--- src/rtl/tnp_pkg.sv ---
package tnp_pkg;

    localparam int SUBOPT_LIMIT = 127;
    localparam int HEAD_DEPTH   = 15;
    localparam int CNT_W        = 7;

    // parser states
    localparam logic [2:0] ST_DATA    = 3'd0;
    localparam logic [2:0] ST_IAC     = 3'd1;
    localparam logic [2:0] ST_WILL    = 3'd2;
    localparam logic [2:0] ST_WONT    = 3'd3;
    localparam logic [2:0] ST_DO      = 3'd4;
    localparam logic [2:0] ST_DONT    = 3'd5;
    localparam logic [2:0] ST_SUB     = 3'd6;
    localparam logic [2:0] ST_SUB_IAC = 3'd7;

    // telnet command bytes
    localparam logic [7:0] B_EOR   = 8'd239;
    localparam logic [7:0] B_SE    = 8'd240;
    localparam logic [7:0] B_BREAK = 8'd243;
    localparam logic [7:0] B_SB    = 8'd250;
    localparam logic [7:0] B_WILL  = 8'd251;
    localparam logic [7:0] B_WONT  = 8'd252;
    localparam logic [7:0] B_DO    = 8'd253;
    localparam logic [7:0] B_DONT  = 8'd254;
    localparam logic [7:0] B_IAC   = 8'd255;

    localparam logic [7:0] OPT_TTYPE = 8'd24;
    localparam logic [7:0] OPT_ENV   = 8'd39;

    localparam logic [7:0] SUB_IS   = 8'd0;
    localparam logic [7:0] ENV_VAL  = 8'd1;
    localparam logic [7:0] ENV_USER = 8'd3;

    // events
    localparam logic [2:0] EV_NONE     = 3'd0;
    localparam logic [2:0] EV_DATA     = 3'd1;
    localparam logic [2:0] EV_REC      = 3'd2;
    localparam logic [2:0] EV_BREAK    = 3'd3;
    localparam logic [2:0] EV_ASK_TT   = 3'd4;
    localparam logic [2:0] EV_ASK_ENV  = 3'd5;
    localparam logic [2:0] EV_TERM_OK  = 3'd6;
    localparam logic [2:0] EV_ENV_DONE = 3'd7;

    localparam logic [7:0] CH_5 = 8'h35;
    localparam logic [7:0] CH_0 = 8'h30;

    typedef logic [7:0][7:0] text8_t;

    // element k holds character k
    localparam text8_t TERM_A = {8'h38, 8'h37, 8'h32, 8'h33, 8'h2d, 8'h4d, 8'h42, 8'h49};
    localparam text8_t TERM_B = {8'h39, 8'h37, 8'h32, 8'h33, 8'h2d, 8'h4d, 8'h42, 8'h49};
    localparam text8_t CP_VAR = {8'h45, 8'h47, 8'h41, 8'h50, 8'h45, 8'h44, 8'h4f, 8'h43};

    typedef logic [HEAD_DEPTH-1:0][7:0] head_t;

    typedef struct packed {
        logic [2:0] event_res;
        logic [7:0] data_byte;
        logic [7:0] cp_digit_a;
        logic [7:0] cp_digit_b;
        logic [7:0] cp_digit_c;
        logic       cp_default;
    } res_t;

    typedef struct packed {
        logic [2:0] state_next;
        logic       push;
        logic [7:0] push_byte;
        logic       clear;
    } ctl_t;

endpackage

--- src/rtl/tnp_decode.sv ---
module tnp_decode (
    input  logic [2:0]          state,
    input  logic [6:0]          sub_count,
    input  tnp_pkg::head_t      head,
    input  logic [7:0]          rx_octet,
    output tnp_pkg::ctl_t       ctl,
    output tnp_pkg::res_t       res
);
    import tnp_pkg::*;

    head_t hv;
    logic  tt_hdr;
    logic  env_hdr;
    logic  term_hit;
    logic  cp_hit;

    // positions at or past the count read as zero
    always_comb begin
        for (int i = 0; i < HEAD_DEPTH; i++) begin
            hv[i] = (CNT_W'(i) < sub_count) ? head[i] : 8'd0;
        end
    end

    always_comb begin
        logic ma;
        logic mb;
        logic mc;
        ma = 1'b1;
        mb = 1'b1;
        mc = 1'b1;
        for (int k = 0; k < 8; k++) begin
            ma = ma & (hv[2 + k] == TERM_A[k]);
            mb = mb & (hv[2 + k] == TERM_B[k]);
            mc = mc & (hv[3 + k] == CP_VAR[k]);
        end
        term_hit = ma | mb;
        cp_hit   = (hv[2] == ENV_USER) & mc & (hv[11] == ENV_VAL) & (hv[12] != ENV_USER);
    end

    assign tt_hdr  = (sub_count > 7'd2) && (hv[0] == OPT_TTYPE) && (hv[1] == SUB_IS);
    assign env_hdr = (sub_count > 7'd2) && (hv[0] == OPT_ENV) && (hv[1] == SUB_IS);

    always_comb begin
        ctl            = '0;
        ctl.state_next = state;
        ctl.push_byte  = rx_octet;
        res            = '0;
        unique case (state)
            ST_DATA: begin
                if (rx_octet == B_IAC) begin
                    ctl.state_next = ST_IAC;
                end else begin
                    res.event_res = EV_DATA;
                    res.data_byte = rx_octet;
                end
            end
            ST_IAC: begin
                ctl.state_next = ST_DATA;
                case (rx_octet)
                    B_IAC: begin
                        res.event_res = EV_DATA;
                        res.data_byte = B_IAC;
                    end
                    B_WILL:  ctl.state_next = ST_WILL;
                    B_WONT:  ctl.state_next = ST_WONT;
                    B_DO:    ctl.state_next = ST_DO;
                    B_DONT:  ctl.state_next = ST_DONT;
                    B_SB:    ctl.state_next = ST_SUB;
                    B_BREAK: res.event_res = EV_BREAK;
                    B_EOR:   res.event_res = EV_REC;
                    default: ;
                endcase
            end
            ST_WILL: begin
                ctl.state_next = ST_DATA;
                if (rx_octet == OPT_TTYPE) begin
                    res.event_res = EV_ASK_TT;
                end else if (rx_octet == OPT_ENV) begin
                    res.event_res = EV_ASK_ENV;
                end
            end
            ST_WONT, ST_DO, ST_DONT: begin
                ctl.state_next = ST_DATA;
            end
            ST_SUB: begin
                if (rx_octet == B_IAC) begin
                    ctl.state_next = ST_SUB_IAC;
                end else begin
                    ctl.push = 1'b1;
                end
            end
            ST_SUB_IAC: begin
                if (rx_octet == B_IAC) begin
                    ctl.push       = 1'b1;
                    ctl.state_next = ST_SUB;
                end else if (rx_octet == B_SE) begin
                    ctl.clear      = 1'b1;
                    ctl.state_next = ST_DATA;
                    if (tt_hdr) begin
                        if (term_hit) begin
                            res.event_res = EV_TERM_OK;
                        end
                    end else if (env_hdr) begin
                        res.event_res = EV_ENV_DONE;
                        if (cp_hit) begin
                            res.cp_digit_a = hv[12];
                            res.cp_digit_b = hv[13];
                            res.cp_digit_c = hv[14];
                        end else begin
                            res.cp_digit_a = CH_5;
                            res.cp_digit_b = CH_0;
                            res.cp_digit_c = CH_0;
                            res.cp_default = 1'b1;
                        end
                    end
                end
            end
            default: ;
        endcase
    end

endmodule

--- src/rtl/telnet_option_receive_parser.sv ---
// Telnet receive parser.
// Input channel (s_valid/s_ready/s_rx_octet) takes one received byte per beat.
// Output channel (m_valid/m_ready/m_*) gives exactly one result beat per input
// beat: an event code with the data byte or code page characters that go with it.
// Each result is registered and appears on the m_ side in the cycle after its
// input beat. Throughput: one byte per cycle while no result waits unread; the
// parse state, suboption count and the first fifteen suboption bytes update in
// the same cycle the byte is taken; the result goes into a single output register.
// While m_ready is low and a result waits, s_ready drops; s_ready follows
// m_ready in the cycle the waiting result is taken, so a new byte can enter
// in that same cycle.
// Reset (aresetn low, synchronous) returns the parser to the data state,
// clears the suboption count and empties the output register.
module telnet_option_receive_parser (
    input  logic       aclk,
    input  logic       aresetn,
    input  logic       s_valid,
    output logic       s_ready,
    input  logic [7:0] s_rx_octet,
    output logic       m_valid,
    input  logic       m_ready,
    output logic [2:0] m_event_res,
    output logic [7:0] m_data_byte,
    output logic [7:0] m_cp_digit_a,
    output logic [7:0] m_cp_digit_b,
    output logic [7:0] m_cp_digit_c,
    output logic       m_cp_default
);
    import tnp_pkg::*;

    logic [2:0] state_reg;
    logic [6:0] count_reg;
    head_t      head_reg;
    logic       valid_reg;
    res_t       res_reg;
    ctl_t       ctl;
    res_t       res;
    logic       take;

    tnp_decode u_decode (
        .state     (state_reg),
        .sub_count (count_reg),
        .head      (head_reg),
        .rx_octet  (s_rx_octet),
        .ctl       (ctl),
        .res       (res)
    );

    assign s_ready = !valid_reg || m_ready;
    assign take    = s_valid && s_ready;

    always_ff @(posedge aclk) begin
        if (!aresetn) begin
            state_reg <= ST_DATA;
            count_reg <= '0;
        end else if (take) begin
            state_reg <= ctl.state_next;
            if (ctl.clear) begin
                count_reg <= '0;
            end else if (ctl.push && (count_reg < CNT_W'(SUBOPT_LIMIT))) begin
                count_reg <= count_reg + 7'd1;
            end
        end
    end

    // reads are masked by the count, so the store needs no reset
    always_ff @(posedge aclk) begin
        if (take && ctl.push && (count_reg < CNT_W'(HEAD_DEPTH))) begin
            head_reg[count_reg[3:0]] <= ctl.push_byte;
        end
    end

    always_ff @(posedge aclk) begin
        if (!aresetn) begin
            valid_reg <= 1'b0;
        end else if (take) begin
            valid_reg <= 1'b1;
        end else if (m_ready) begin
            valid_reg <= 1'b0;
        end
    end

    always_ff @(posedge aclk) begin
        if (take) begin
            res_reg <= res;
        end
    end

    assign m_valid      = valid_reg;
    assign m_event_res  = res_reg.event_res;
    assign m_data_byte  = res_reg.data_byte;
    assign m_cp_digit_a = res_reg.cp_digit_a;
    assign m_cp_digit_b = res_reg.cp_digit_b;
    assign m_cp_digit_c = res_reg.cp_digit_c;
    assign m_cp_default = res_reg.cp_default;

    a_count_limit: assert property (@(posedge aclk) disable iff (!aresetn)
        count_reg <= CNT_W'(SUBOPT_LIMIT))
        else $error("suboption count past limit");

    // count only clears at SE, which is the only way out of suboption states
    a_count_idle: assert property (@(posedge aclk) disable iff (!aresetn)
        (state_reg != ST_SUB && state_reg != ST_SUB_IAC) |-> count_reg == '0)
        else $error("suboption count left nonzero outside suboption");

    a_data_pass: assert property (@(posedge aclk) disable iff (!aresetn)
        (take && state_reg == ST_DATA && s_rx_octet != B_IAC) |=>
        (m_valid && m_event_res == EV_DATA && m_data_byte == $past(s_rx_octet)))
        else $error("plain data byte not passed through");

    a_one_result: assert property (@(posedge aclk) disable iff (!aresetn)
        take |=> m_valid)
        else $error("accepted beat produced no result");

endmodule
--- config.mk ---
export PLATFORM = sky130hd
export DESIGN_NAME = telnet_option_receive_parser
export DESIGN_NICKNAME = d
export VERILOG_FILES = /design/src/rtl/tnp_pkg.sv /design/src/rtl/tnp_decode.sv /design/src/rtl/telnet_option_receive_parser.sv
export SDC_FILE = /design/constraint.sdc
export NUM_CORES = 1
export LEC_CHECK = 0
export BUFFER_PORTS_ARGS = -buffer_cell sky130_fd_sc_hd__buf_2
export CORE_AREA = 2 2 165 167
export DETAILED_ROUTE_END_ITERATION = 10
export DIE_AREA = 0 0 167 169
export MAX_ROUTING_LAYER = met4
export PLACE_DENSITY = 0.44
export SYNTH_ARGS = -nofsm -noshare
export SYNTH_HDL_FRONTEND = slang
export SYNTH_SLANG_ARGS = --single-unit
--- constraint.sdc ---
create_clock -name aclk -period 4 [get_ports aclk]
set_input_delay 0.2 -clock aclk [delete_from_list [all_inputs] [get_ports aclk]]
set_output_delay 0.2 -clock aclk [all_outputs]
set_load 0.03 [all_outputs]
After elaboration in Yosys (flattened, before gate mapping)
Index checks and enable logic that the tools add are counted.

Register bits after elaboration: 167. Latch bits: 0. RAM bits: 0. Memory bits (read-only): 0. Input port bits: 12. Output and inout bits: 38. Word-level logic and storage cells: 186. Memories: 0.

Add/subtract/negate cells: 1. Multiply operators: 0. Div/mod/pow operators: 0. Order comparisons: 20. Equality and inequality tests: 43. Shift operators: 0. Mux-type cells: 48. Bitwise logic cells: 25. Reductions and logical operators: 22.

Operator list (count): $mux W8 (17); $bwmux W120 (1); $eq A8 B7 Y1 const B (11); $eq A8 B8 Y1 const B (9); $eq A8 B6 Y1 const B (8); $lt A4 B7 Y1 const A (7); $mux W3 (11); $demux W8 S4 (1); $pmux W3 S5 (2); $lt A3 B7 Y1 const A (4); $mux W22 (1); $and A1 B1 Y1 (18); $eq A8 B5 Y1 const B (2); $pmux W8 S2 (1); $lt A1 B7 Y1 const A (2); $lt A2 B7 Y1 const A (2); $mux W7 (2); $reduce_or A7 Y1 (2); $eq A3 B3 Y1 const B (4); $pmux W3 S4 (1); $logic_and A1 B1 Y1 (9); $mux W9 (1); $eq A8 B1 Y1 const B (1); $eq A8 B2 Y1 const B (1); other kinds (26) (41).

Logic depth before layout (Yosys ltp)
Depth after elaboration: 16. Depth in mapped cells: 8. Gate-level depth less buffers: 6.

Modules after synthesis
A second synthesis with hierarchy kept.

Cells, all modules: 449. Area total of the unflattened synthesis: 6765.2 sq um.

By module, submodules not included: telnet_option_receive_parser (instances 1, cells an instance 252, area each 5430.2 sq um); tnp_decode (instances 1, cells an instance 197, area each 1335.0 sq um).

Worst setup path after synthesis
No wires, ideal clock.

Path type: register -> register. Start point: register valid_reg, in the netlist m_valid. End point: register state_reg[1]. Data arrival time: 2.901 ns. Setup slack: 0.979 ns. Cell stages (with the launch flop): 6. Clock period less this slack: 3.021 ns. Cells stage by stage: dfxtp_1 > nor2b_1 > nor2_1 > o21ai_0 > nor3_1 > nor2_1.

Word-level cells in the longest chain between the ends: 4.

Ends and longest elaborated chain: from (decl) (RTL line telnet_option_receive_parser.sv:34) `logic valid_reg;`; from (signal assigned) (RTL line telnet_option_receive_parser.sv:75) `valid_reg <= 1'b0;`; from (signal assigned) (RTL line telnet_option_receive_parser.sv:77) `valid_reg <= 1'b1;`; from (signal assigned) (RTL line telnet_option_receive_parser.sv:79) `valid_reg <= 1'b0;`; $logic_not A1 Y1 (RTL line telnet_option_receive_parser.sv:49) `assign s_ready = !valid_reg || m_ready;`; $logic_or A1 B1 Y1 (RTL line telnet_option_receive_parser.sv:49); $logic_and A1 B1 Y1 (RTL line telnet_option_receive_parser.sv:50) `assign take = s_valid && s_ready;`; via take (RTL line telnet_option_receive_parser.sv:38) `logic take;`; $reduce_and A4 Y1 (no source line); to (signal assigned) (RTL line telnet_option_receive_parser.sv:57) `state_reg <= ctl.state_next;`; to (decl) (RTL line telnet_option_receive_parser.sv:31) `logic [2:0] state_reg;`.

The timed path passes the listed nets, and every way through them passes these cells. A chain may end at the register's enable or synchronous reset.

Worst setup path in the final report
Start point: register count_reg[3]. End point: register res_reg, in the netlist m_cp_digit_b[7] (data pin).

Word-level cells in the longest chain between the ends: 15. Elaborated cells on any way between the ends: 60. Those cells by class: order compare (15); eq/ne (13); mux (13); bitwise (13); reduce/logical (6).

Ends and longest elaborated chain: from (decl) (RTL line telnet_option_receive_parser.sv:32) `logic [6:0] count_reg;`; from (signal assigned) (RTL line telnet_option_receive_parser.sv:61) `count_reg <= count_reg + 7'd1;`; $lt A2 B7 Y1 / $lt A3 B7 Y1 (equally long branches) (RTL line tnp_decode.sv:20) `hv[i] = (CNT_W'(i) < sub_count) ? head[i] : 8'd0;`; $mux W8 (RTL line tnp_decode.sv:20); $eq A8 B7 Y1 (RTL line tnp_decode.sv:34) `mc = mc & (hv[3 + k] == CP_VAR[k]);`; $and A1 B1 Y1 (7 in series) (RTL line tnp_decode.sv:34); $and A1 B1 Y1 (3 in series) (RTL line tnp_decode.sv:37) `cp_hit = (hv[2] == ENV_USER) & mc & (hv[11] == ENV_VAL) & (hv[12] != ENV_USER);`; $not A1 Y1 (no source line); $reduce_or A7 Y1 (no source line) (*); to (signal assigned) (RTL line telnet_option_receive_parser.sv:85) `res_reg <= res;`; to (decl) (RTL line telnet_option_receive_parser.sv:35) `res_t res_reg;`.

Mark *: on every way between the ends. The rest lies on a longest branch, timed or not.

==> flow_metrics.py <==
metrics = {
    "drt": {
        "drc": 0,
        "vias": 3830,
        "wl_mm": 14.76,
        "drt-vias-per-instance": 4.598,
        "drtAntennaViolNets": 0,
        "drt_iter0_drc": 334,
        "wire_per_inst_um": 17.71,
        "dr.pass1.iters": 4,
    },
    "yosys": {
        "async_flop_share_pct": 0,
        "avgSynthCellArea_um2": 15.79,
        "syn-num-nets": 431,
        "seq_area_frac_synth_pct": 74.84,
        "synthTopCellsByCount": "156 x edfxtp_1, 23 x nor2_1, 21 x nor4b_1, 19 x nand2_1, 16 x nor3_1",
        "syn_inst": 415,
        "ys_types": 51,
        "synth.most_common_cell": "edfxtp_1",
        "yosys_register_bits": 167,
        "synth.largest_area_cell": "edfxtp_1",
        "synth_area_leaders": "edfxtp_1 71%, dfxtp_1 3.4%, nor4b_1 2.8%, nor2_1 1.3%, nand4_1 1.2%",
        "yosys_most_used_dff": "edfxtp_1",
        "yosys.area.top_type_share_pct": 71.48,
        "synth_edf_count": 156,
        "synth_warnings": 0,
        "syn_area_mm2": 0.006554,
    },
    "global_routing": {
        "antenna_found_initial": 0,
        "grt_pass1_vias": 3798,
        "grt_max_degree": 41,
        "grt_overflow": 0,
        "grt_use_total_pct": 11.20,
        "grt_pass1_wl_mm": 23.03,
    },
    "run": {
        "drv_cap": 0,
    },
    "placed_design": {
        "port_buffers": 49,
        "post-dp-hpwl_mm": 9.700,
        "place_area_mm2": 0.007248,
        "gp_congestion": 0.8012,
    },
    "floorplan": {
        "fp.dieW_um": 167,
        "core_mm2": 0.02650,
        "pin_count": 50,
        "initial_core_util_pct": 24.73,
        "dieArea_mm2": 0.02822,
        "rows": 60,
        "fp.dieH_um": 169,
    },
    "clocking": {
        "cts_buffer_depth": 2,
        "h-tree-depth": 4,
        "clock-sinks": 167,
        "postCtsResizedCells": 0,
        "cts_buffers": 17,
        "cts.reportedPaths.clkPinSlew_ns": 0.06,
        "cts_tree": "built",
        "clock_latency_ns": 0.42,
        "root_buffer": "clkbuf_16",
        "hold_buffers": 0,
        "post_cts_buffers": 0,
    },
    "cells_and_area": {
        "finalInstanceArea_mm2": 0.007854,
        "syn2layout_area_growth_pct": 19.84,
        "final.fill_count": 2636,
        "largest_reg_flops": 120,
        "nets": 496,
        "diodes": 0,
        "drive_gt1_share_pct": 20.33,
    },
    "pwr": {
        "power_leakage_nw": 2.548,
        "p_per_area_mw_per_mm2": 489.7,
        "max-vdd-ir-drop_mv": 0.2247,
    },
    "timing": {
        "layout_min_cycle_time_ns": 2.877,
        "setup_tns_ns": 0,
        "max_freq_mhz": 347.6,
        "final-setup-viol-count": 0,
        "fin_crit_sh_pct": 71.91,
        "rsz0062_at_grt": "false",
        "fin_skew_ns": 0.008265,
        "hold_viol": 0,
        "finalMaxSlewViolations": 0,
        "worst_pin_slew_ns": 1.112,
        "relSlewSlack_pct": 25.29,
    },
    "critical_path": {
        "crit_type": "flop to flop",
        "slowest_delay_ns": 0.59,
        "arrival_ns": 3.08,
        "crit_chain": "or4_4, or3_1, a211oi_2, nand4_4, nor4b_1",
        "endpoint_kind": "flop",
        "worstPathRequired_ns": 4.21,
        "slowest_stage": "or4_4",
        "crit_path_max_fanout": 28,
        "crit_buf_inv": 0,
        "startpoint_type": "flop",
        "path_delay_family": "simple AND/OR/NAND/NOR gates",
    },
    "status": {
        "status": "finished, final reports clean",
    },
    "worst_hold_path": {
        "min_path_type": "input pin to flop",
    },
}
==> cells by family after synthesis <==
group | count (synthesis) | synth area share, %
AO/OA/AOI/OAI | 63 | 6.644
XOR/XNOR | 1 | 0.1337
adder cells (fa/ha/maj) | 4 | 0.7637
buffers and inverters | 19 | 1.355
flip-flops | 167 | 74.84
multiplexers | 1 | 0.1527
AND/OR/NAND/NOR | 160 | 16.11
==> report_power, final <==
group          leakage [nW]  internal, mW  switching [mW]
sequential             1.52          1.94          0.0138
clock                 0.297          1.04           0.647
combinational         0.728        0.0552           0.149
==> worst paths after layout <==
kind | startpoint | end | cells past startpoint | slack (ns)
worst min register to register | count_reg[6] | count_reg[6] | 2 | 0.56
worst max register to register | count_reg[3] | m_cp_digit_b[7] | 5 | 1.12
worst max-delay path | count_reg[3] | m_cp_digit_b[7] | 5 | 1.12
worst min-delay path | aresetn | state_reg[0] | 2 | 0.07
==> cell type report <==
cell class	count	area, um2	area share [%]
tap	341	426.7	5.433
timing repair buffer	59	320.3	4.078
inverter	6	22.52	0.2868
sequential	167	4905	62.45
clock inverter	14	180.2	2.294
multi-input combinational	229	1574	20.04
clock buffer	17	425.4	5.417
==> worst register-to-register path: stages (launching register included) <==
cell and delay, ns:
dfxtp_1 0.47, or4_4 0.60, or3_1 0.33, a211oi_2 0.38, nand4_4 0.44, nor4b_1 0.45
==> per-layer routing <==
layer,routed length (um),global-route usage [%],share of wire (%),vias to the layer above
li1,-,-,-,1820
met1,7041,15.62,48,1893
met2,6590,16.00,45,98
met3,862,2.198,5.8,19
met4,261,4.535,1.8,0
met5,0,-,0,-
==> through the flow <==
stage / utilization, % / cells / worst slack, ns / hold slack, ns / total power, mW
2_1_floorplan: - / 415 / 0.9790 / 0.2989 / 2.119
3_3_place_gp: 27.35 / 802 / 1.008 / 0.5063 / 2.204
3_5_place_dp: 27.35 / 802 / 0.9940 / 0.5085 / 2.204
4_1_cts: 29.64 / 833 / 1.118 / 0.06138 / 3.891
5_1_grt: 29.64 / 833 / 0.8650 / 0.07880 / 3.988
6_report: 29.64 / 833 / 1.123 / 0.07419 / 3.846
==> cell usage in the layout, fill, tap and decap left out, drive strengths merged, types with 6 or more instances in the layout <==
cell	netlist	layout
a21o	8	8
a21oi	7	7
a31oi	12	12
and4b	6	6
buf	4	59
clkbuf	9	17
clkinv	0	8
dfxtp	11	11
edfxtp	156	156
inv	6	8
nand2	19	19
nand3	11	11
nand4	14	14
nor2	23	23
nor3	16	16
nor4	7	7
nor4b	25	25
nor4bb	8	8
o21ai	10	10
Power figures use the tool's default switching activity.
